[src/rtl/iva_pkg.sv]
// Shared types, constants and mark-table functions of the interrupt vector allocator.
// Depends on nothing; used by every module of the block.
`default_nettype none

package iva_pkg;

    localparam int VEC_W         = 8;
    localparam int ROW_BITS      = 32;
    localparam int BIT_IDX_W     = 5;
    localparam int NUM_VECTORS_D = 256;
    localparam int FIRST_DYN_D   = 48;

    localparam int SYSCALL_VECTOR  = 'h80;
    localparam int TIMER_VECTOR    = 64;
    localparam int SPURIOUS_VECTOR = 'hFF;

    localparam logic CMD_ALLOC = 1'b0;
    localparam logic CMD_FREE  = 1'b1;

    typedef enum logic {
        S_IDLE,
        S_SCAN
    } t_state;

    typedef struct packed {
        logic                 found;
        logic [BIT_IDX_W-1:0] bit_idx;
    } t_scan_res;

    // Marks set after reset for one row of the table.
    function automatic logic [ROW_BITS-1:0] reset_row(input int row, input int num,
                                                      input int first);
        logic [ROW_BITS-1:0] bits;
        int                  v;
        bits = '0;
        for (int b = 0; b < ROW_BITS; b++) begin
            v = row * ROW_BITS + b;
            if (v < num && (v < first || v == TIMER_VECTOR || v == SYSCALL_VECTOR
                            || v == SPURIOUS_VECTOR)) begin
                bits[b] = 1'b1;
            end
        end
        return bits;
    endfunction

    // Positions of one row that an allocation may hand out.
    function automatic logic [ROW_BITS-1:0] alloc_mask(input int row, input int num,
                                                       input int first);
        logic [ROW_BITS-1:0] bits;
        int                  v;
        bits = '0;
        for (int b = 0; b < ROW_BITS; b++) begin
            v = row * ROW_BITS + b;
            bits[b] = (v >= first) && (v < num) && (v != SYSCALL_VECTOR);
        end
        return bits;
    endfunction

endpackage

`default_nettype wire

[src/rtl/iva_row_scan.sv]
// Lowest-free-position finder over one 32-bit row of the used-mark table.
// Depends on iva_pkg for the row mask function and the result struct.
`default_nettype none

module iva_row_scan #(
    parameter int NUM_VECTORS   = iva_pkg::NUM_VECTORS_D,
    parameter int FIRST_DYNAMIC = iva_pkg::FIRST_DYN_D,
    parameter int ROW_W         = 3
) (
    input  wire logic [ROW_W-1:0]             i_row,
    input  wire logic [iva_pkg::ROW_BITS-1:0] i_marks,
    output iva_pkg::t_scan_res                o_res
);

    logic [iva_pkg::ROW_BITS-1:0] free_bits;

    assign free_bits = ~i_marks & iva_pkg::alloc_mask(int'(i_row), NUM_VECTORS, FIRST_DYNAMIC);

    // Walk from the top so the lowest free position wins.
    always_comb begin
        o_res = '0;
        for (int b = iva_pkg::ROW_BITS - 1; b >= 0; b--) begin
            if (free_bits[b]) begin
                o_res.found   = 1'b1;
                o_res.bit_idx = iva_pkg::BIT_IDX_W'(b);
            end
        end
    end

endmodule

`default_nettype wire

[src/rtl/interrupt_vector_allocator.sv]
// Interrupt vector allocator; depends on iva_pkg and iva_row_scan.
// A free command is applied at its transfer edge.
// An allocate scans one 32-vector row per cycle from the row of the first dynamic vector; the
// scan stops at the first row with a free position or at the last row, and its grant is loaded
// into the output register once that register is free; no new command is taken until then.
// Synchronous active-low reset loads the reserved marks and empties the output.
`default_nettype none

module interrupt_vector_allocator #(
    parameter int NUM_VECTORS   = iva_pkg::NUM_VECTORS_D,
    parameter int FIRST_DYNAMIC = iva_pkg::FIRST_DYN_D
) (
    input  wire logic                      i_clk,
    input  wire logic                      i_rst_n,
    input  wire logic                      i_in_valid,
    output logic                           o_in_ready,
    input  wire logic                      i_command,
    input  wire logic [iva_pkg::VEC_W-1:0] i_vector_to_free,
    output logic                           o_out_valid,
    input  wire logic                      i_out_ready,
    output logic [iva_pkg::VEC_W-1:0]      o_granted_vector
);

    localparam int ROWS      = (NUM_VECTORS + iva_pkg::ROW_BITS - 1) / iva_pkg::ROW_BITS;
    localparam int ROW_W     = (ROWS > 1) ? $clog2(ROWS) : 1;
    localparam int START_ROW = FIRST_DYNAMIC / iva_pkg::ROW_BITS;
    localparam int LAST_ROW  = ROWS - 1;

    iva_pkg::t_state              r_state, n_state;
    logic [ROW_W-1:0]             r_row, n_row;
    logic [iva_pkg::ROW_BITS-1:0] r_marks [ROWS];
    logic                         r_out_valid, n_out_valid;
    logic [iva_pkg::VEC_W-1:0]    r_vec, n_vec;

    logic                         in_fire;
    logic                         out_free;
    logic                         free_ok;
    logic                         scan_done;
    logic                         load_out;
    logic                         wr_en;
    logic [ROW_W-1:0]             free_row;
    logic [ROW_W-1:0]             rd_row;
    logic [iva_pkg::ROW_BITS-1:0] rd_data;
    logic [iva_pkg::ROW_BITS-1:0] wr_data;
    iva_pkg::t_scan_res           scan_res;

    assign in_fire   = i_in_valid && o_in_ready;
    assign out_free  = !r_out_valid || i_out_ready;
    assign free_row  = ROW_W'(i_vector_to_free >> iva_pkg::BIT_IDX_W);
    assign free_ok   = (int'(i_vector_to_free) >= FIRST_DYNAMIC)
                    && (int'(i_vector_to_free) != iva_pkg::SYSCALL_VECTOR)
                    && (int'(i_vector_to_free) < NUM_VECTORS);
    // One read port: the free target while idle, the scan row otherwise.
    assign rd_row    = (r_state == iva_pkg::S_IDLE) ? free_row : r_row;
    assign rd_data   = r_marks[rd_row];
    assign scan_done = scan_res.found || (r_row == ROW_W'(LAST_ROW));

    iva_row_scan #(
        .NUM_VECTORS  (NUM_VECTORS),
        .FIRST_DYNAMIC(FIRST_DYNAMIC),
        .ROW_W        (ROW_W)
    ) u_scan (
        .i_row  (r_row),
        .i_marks(rd_data),
        .o_res  (scan_res)
    );

    always_comb begin
        n_state = r_state;
        unique case (r_state)
            iva_pkg::S_IDLE: begin
                if (in_fire && i_command == iva_pkg::CMD_ALLOC) begin
                    n_state = iva_pkg::S_SCAN;
                end
            end
            iva_pkg::S_SCAN: begin
                if (scan_done && out_free) begin
                    n_state = iva_pkg::S_IDLE;
                end
            end
            default: n_state = iva_pkg::S_IDLE;
        endcase
    end

    always_comb begin
        o_in_ready = 1'b0;
        wr_en      = 1'b0;
        wr_data    = rd_data;
        load_out   = 1'b0;
        n_row      = r_row;
        unique case (r_state)
            iva_pkg::S_IDLE: begin
                o_in_ready = 1'b1;
                n_row      = ROW_W'(START_ROW);
                if (in_fire && i_command == iva_pkg::CMD_FREE && free_ok) begin
                    wr_en   = 1'b1;
                    wr_data = rd_data & ~(iva_pkg::ROW_BITS'(1)
                                          << i_vector_to_free[iva_pkg::BIT_IDX_W-1:0]);
                end
            end
            iva_pkg::S_SCAN: begin
                if (scan_done) begin
                    // Hold the scan until the output register can take the grant.
                    if (out_free) begin
                        load_out = 1'b1;
                        wr_en    = scan_res.found;
                        wr_data  = rd_data | (iva_pkg::ROW_BITS'(1) << scan_res.bit_idx);
                    end
                end else begin
                    n_row = r_row + ROW_W'(1);
                end
            end
            default: begin
                o_in_ready = 1'b0;
            end
        endcase
    end

    always_comb begin
        n_out_valid = r_out_valid;
        n_vec       = r_vec;
        if (load_out) begin
            n_out_valid = 1'b1;
            n_vec       = scan_res.found ? iva_pkg::VEC_W'({r_row, scan_res.bit_idx})
                                         : '0;
        end else if (i_out_ready) begin
            n_out_valid = 1'b0;
        end
    end

    always_ff @(posedge i_clk) begin
        if (!i_rst_n) begin
            r_state     <= iva_pkg::S_IDLE;
            r_out_valid <= 1'b0;
            r_row       <= ROW_W'(START_ROW);
            for (int r = 0; r < ROWS; r++) begin
                r_marks[r] <= iva_pkg::reset_row(r, NUM_VECTORS, FIRST_DYNAMIC);
            end
        end else begin
            r_state     <= n_state;
            r_out_valid <= n_out_valid;
            r_row       <= n_row;
            if (wr_en) begin
                r_marks[rd_row] <= wr_data;
            end
        end
    end

    always_ff @(posedge i_clk) begin
        r_vec <= n_vec;
    end

    assign o_out_valid      = r_out_valid;
    assign o_granted_vector = r_vec;

endmodule

`default_nettype wire

[config.mk]
export PLATFORM = sky130hd
export DESIGN_NAME = interrupt_vector_allocator
export DESIGN_NICKNAME = d
export VERILOG_FILES = /design/src/rtl/iva_pkg.sv /design/src/rtl/iva_row_scan.sv /design/src/rtl/interrupt_vector_allocator.sv
export SDC_FILE = /design/constraint.sdc
export NUM_CORES = 1
export LEC_CHECK = 0
export BUFFER_PORTS_ARGS = -buffer_cell sky130_fd_sc_hd__buf_4
export CAP_MARGIN = 20
export CORE_ASPECT_RATIO = 0.6
export CORE_UTILIZATION = 40
export CTS_BUF_LIST = sky130_fd_sc_hd__clkbuf_4 sky130_fd_sc_hd__clkbuf_8 sky130_fd_sc_hd__clkbuf_16
export DETAILED_ROUTE_END_ITERATION = 10
export PLACE_DENSITY_LB_ADDON = 0.08
export SYNTH_ARGS = -nofsm -noshare
export SYNTH_HDL_FRONTEND = slang
export SYNTH_HIERARCHICAL = 1
export SYNTH_SLANG_ARGS = --single-unit
[constraint.sdc]
create_clock -name i_clk -period 7.5 [get_ports i_clk]
set_input_delay 0.75 -clock i_clk [delete_from_list [all_inputs] [get_ports i_clk]]
set_output_delay 0.75 -clock i_clk [all_outputs]
set_load 0.05 [all_outputs]
## After elaboration in Yosys (flattened, before gate mapping)

Memory sizes are Yosys's and may differ from the RTL's.
Index checks and enable logic that the tools add are counted.

- Register bits after elaboration: 13
- Memory bits (writable): 256
- Bits of input ports: 13
- Output and inout port bits: 10
- Memories: 1

Memory list:

| memory | words | width | read ports | clocked after Yosys merged registers in | wr ports | RTL line | text |
|---|---|---|---|---|---|---|---|
| r_marks | 8 | 32 | 1 | 0 | 8 | interrupt_vector_allocator.sv:31 | `logic [iva_pkg::ROW_BITS-1:0] r_marks [ROWS];` |

- Add/sub/neg operators: 32
- Magnitude comparators: 65
- Equality and inequality tests: 35
- Shift operators: 2
- Muxes and demuxes: 60
- Bitwise gates (word level): 7
- Reduce and logical (&&, ||, !) cells: 75

Operators with widths:

| operator | number |
|---|---|
| $ge 32x7->1 const B | 31 |
| $lt 32x10->1 const B | 31 |
| $ne 32x9->1 const B | 31 |
| $mux 6 | 32 |
| $add 8x5->9 const B | 16 |
| $mux 32 | 4 |
| $add 8x4->9 const B | 8 |
| $logic_and 1x1->1 | 70 |
| $and 32x32->32 | 2 |
| $not 32->32 | 2 |
| $pmux 32 s2 | 1 |
| $shl 1x5->32 const A | 2 |
| $add 8x3->9 const B | 4 |
| $or 32x32->32 | 1 |
| $reduce_or 32->1 | 1 |
| $add 8x2->9 const B | 2 |
| $mux 1 | 17 |
| $ge 8x6->1 const B | 2 |
| $add 8x1->9 const B | 1 |
| $lt 8x9->1 const B | 1 |
| $mux 3 | 3 |
| $ne 8x8->1 const B | 1 |
| $pmux 3 s2 | 1 |
| $pmux 1 s2 | 2 |
| 8 further kinds | 10 |

## Longest topological paths before layout

- Word-level depth: 45
- Gate-level depth with buffers: 21
- Gate-level depth less buffers: 15

## Modules after synthesis

The synthesis kept the hierarchy.

By module, submodules not included:

| module | instances | cells each | area each (um^2) |
|---|---|---|---|
| interrupt_vector_allocator | 1 | 1070 | 13071.3 |
| iva_row_scan | 1 | 88 | 485.5 |

## Least setup slack after synthesis

OpenSTA, ideal clock, no wires.

- Path kind: input port to flip-flop
- From: input port i_vector_to_free[7] (netlist name)
- To: memory r_marks[6][0] (netlist name) (enable)
- Data arrival time: 4.216 ns
- Required time: 7.111 ns
- Path slack: 2.894 ns
- Stages: 17
- Path buffers: 4
- Cell sequence: buf_2 -> nor3_1 -> a21oi_1 -> clkbuf_1 -> o22ai_1 -> or2_2 -> nand2b_1 -> a21oi_1 -> a2bb2oi_1 -> nand3_1 -> or2_1 -> nand2_1 -> o2bb2ai_1 -> buf_2 -> nand2_1 -> buf_2 -> nand2_1

RTL lines:

| element | RTL line | text |
|---|---|---|
| start: declaration | interrupt_vector_allocator.sv:18 | `input wire logic [iva_pkg::VEC_W-1:0] i_vector_to_free,` |
| end: declaration | interrupt_vector_allocator.sv:31 |  |

==> key figures <==
Worst setup path
  • CP max stage delay: 0.82 ns
  • Worst endpoint required time: 7.86 ns
  • Worst-path fanout max: 87
  • Crit-path cells: mux2_8, buf_4, mux2i_1, o22ai_1, or2_2, nand2_1, a2bb2oi_1, nand3_1, a211oi_1, nand4_1, or3_1, a221oi_1
  • Slowest-stage cell, CP: mux2_8
  • Critical path capture point type: flip-flop
  • Bufs and invs on worst path: 1
  • CP startpoint kind: flip-flop
  • Crit-path leading delay family: simple AND/OR/NAND/NOR gates
  • CP Class: flip-flop to flip-flop
  • Setup slack, reg-to-reg: 1.40 ns
  • Crit path DAT: 6.46 ns

Power and ir drop
  • Total power: 3.677 mW
  • LEAKAGE: 5.227 nW
  • VDD IR max: 0.0001710 V
  • Power Density: 243.9 nW/um^2

Synth
  • Post-synthesis net count: 1,173
  • Post-synthesis async set-or-reset flop share: 0%
  • Ys Warns: 6
  • Post-synthesis sequential area ratio: 59.22%
  • Post-synth top area cell: edfxtp_1
  • Leading post-synthesis cells by cell area: edfxtp_1, mux2i_1, nor3_1, nand2_1, nor2_1
  • Syn_area_per_cell: 11.71 um^2
  • Register bit total from synthesis: 269
  • Post-synthesis cell area: 13,560 um^2
  • Top cell type's share of synthesized area: 58.48%
  • Most common flop cell mapped by yosys: edfxtp_1
  • Synth Instances: 1,158
  • Synth cell types: 65
  • Post-synth EDFFs: 264

Timing
  • Final Max Slew Viols: 0
  • RSZ-0062 raised after global routing: no
  • Total negative setup slack: 0 ns
  • Fmax: 164.0 MHz
  • Fin crit share: 81.28%
  • Crit path time final: 6.096 ns
  • Worst-margin pin slew: 1.038 ns
  • Worst Skew: 0.01032 ns
  • Rel. slew slack: 30.31%
  • Final-report setup violation count: 0
  • Endpoints failing hold: 0

Run status
  • Outcome: finished clean

Global routing
  • First-pass GRT wire length: 64,370 um
  • Number of global-route vias before repair: 9,299
  • Gr usage total: 26.00%
  • Largest net degree at the start of global routing: 88
  • Initial antenna violation count: 0
  • Global route overflow: 0

Final layout
  • Final nets: 1,178
  • Util after Layout: 45.88%
  • Diode count: 0
  • Final Non-Filler Cells: 1,634
  • Design Area, Final: 15,080 um^2
  • Commonest non-fill, non-tap cell in the layout: edfxtp_1
  • Highest-count cells in the layout ignoring fill and taps: edfxtp_1, nor3_1, mux2i_1, nand2_1, nor2_1
  • Proportion of layout cells with a drive suffix above 1: 14.53%
  • Area delta synth->final: 11.21%

Place
  • Area after detailed placement: 14,150 um^2
  • HPWL Detailed: 27,880 um
  • Port Buffers: 22
  • Placed cell count: 1,584
  • Routability cong.: 0.9114

Hold path
  • Hold Path Class: primary input to flip-flop

Job
  • Max Cap Violations: 0

Route
  • Drt initial violations: 1,026
  • Via density: 5.931
  • WL/cell: 26.88 um
  • First-pass DRT Iterations: 5
  • Final ANT Viol Nets: 0
  • DRC Markers: 0
  • Final wirelength: 43,920 um
  • Via count: 9,691

Clocking
  • CTS tree: done
  • Post-CTS setup buffers: 0
  • Clock-pin slew on the worst setup and hold paths: 0.06 ns
  • CTS Sinks: 269
  • Number of buffers created by CTS: 27
  • Latest clock arrival within the worst-skew pair: 0.56 ns
  • CTS Buffer Depth: 3
  • Root Buffer: clkbuf_16
  • Cts hold-fix bufs: 0
  • Post-cts sizing count: 0
  • H-tree Lvls: 1

Die
  • Die Wd: 239.7 um
  • Die Y: 144.6 um
  • Row Count: 51
  • I/O pin count: 23
  • Core region area: 32,860 um^2
  • Die footprint: 34,660 um^2
  • Initial Utilization: 41.25%
-- synth_stat cells (3+ instances only) --
| library cell | instances |
|---|---|
| clkbuf_1 | 23 |
| a21oi_2 | 6 |
| nor2_1 | 99 |
| nand4_1 | 10 |
| o21ai_0 | 34 |
| and3_1 | 4 |
| edfxtp_1 | 264 |
| o31ai_4 | 9 |
| nand2b_1 | 12 |
| mux2i_1 | 113 |
| nor3b_1 | 4 |
| nand2_1 | 109 |
| a31oi_1 | 6 |
| and2_1 | 17 |
| inv_1 | 19 |
| o21ai_1 | 4 |
| dfxtp_1 | 5 |
| nor3_1 | 170 |
| a211oi_1 | 3 |
| a21oi_1 | 17 |
| nand3_1 | 23 |
| buf_6 | 8 |
| o22ai_1 | 49 |
| a32oi_1 | 13 |
| nor3_4 | 14 |
| or2_2 | 29 |
| buf_2 | 33 |
| nand3b_1 | 5 |
| nor2b_1 | 4 |
| buf_1 | 6 |
-- worst paths after layout --
path                     from        endpoint  depth (start not counted)
setup / recovery     r_row[0]  r_marks[3][30]                         12
hold / removal        i_rst_n        r_row[0]                          2
setup reg to reg     r_row[0]  r_marks[3][30]                         12
hold reg to reg   o_out_valid     o_out_valid                          2
-- layer usage --
metal / vias to the layer above / share of wire (%) / GRT usage (%)
met5: - / 0 / 0
met4: 0 / 1.5 / 4.588
met3: 43 / 8.4 / 5.669
met2: 356 / 42 / 37.25
met1: 4891 / 48 / 40.14
li1: 4401 / - / -
-- area by class of cell --
| type | instances | area, um^2 |
|---|---|---|
| inverter | 19 | 71.32 |
| clock inverter | 21 | 234.0 |
| fill | 3067 | 17790 |
| sequential | 269 | 8028 |
| multi-input combinational | 797 | 5122 |
| tap | 450 | 563.0 |
| clock buffer | 29 | 690.7 |
| timing repair buffer | 49 | 367.9 |
-- sequential cells by signal, indices dropped and copies added, names as in the netlist --
register / flops
r_marks: 256
o_granted_vector: 8
r_row: 3
o_out_valid: 1
r_state: 1
-- logic make-up after synthesis --
family	synth area share [%]
xor gates and xnor gates	0.06462
AOI/OAI and AO/OA	9.469
buffers and inverters	3.359
adders and majority gates	0.1846
DFF	59.22
and+or+nand+nor	19.25
muxes	8.454
-- where the power goes --
group          total [mW]  switching, mW  leakage, nW  internal [mW]
Clock                1.44          0.605        0.450          0.838
Sequential           1.72         0.0153         2.60           1.71
Combinational       0.512          0.360         2.18          0.152
Total                3.68          0.980         5.23           2.70
-- through the flow --
step                hold WS, ns  setup WS (ns)
floorplan                0.6064          2.894
global placement         0.6896          1.334
detailed placement       0.6831          1.420
CTS                      0.5140          1.566
global route             0.5299         0.9655
finish                   0.5322          1.404
(Power assumes the default switching activity.)
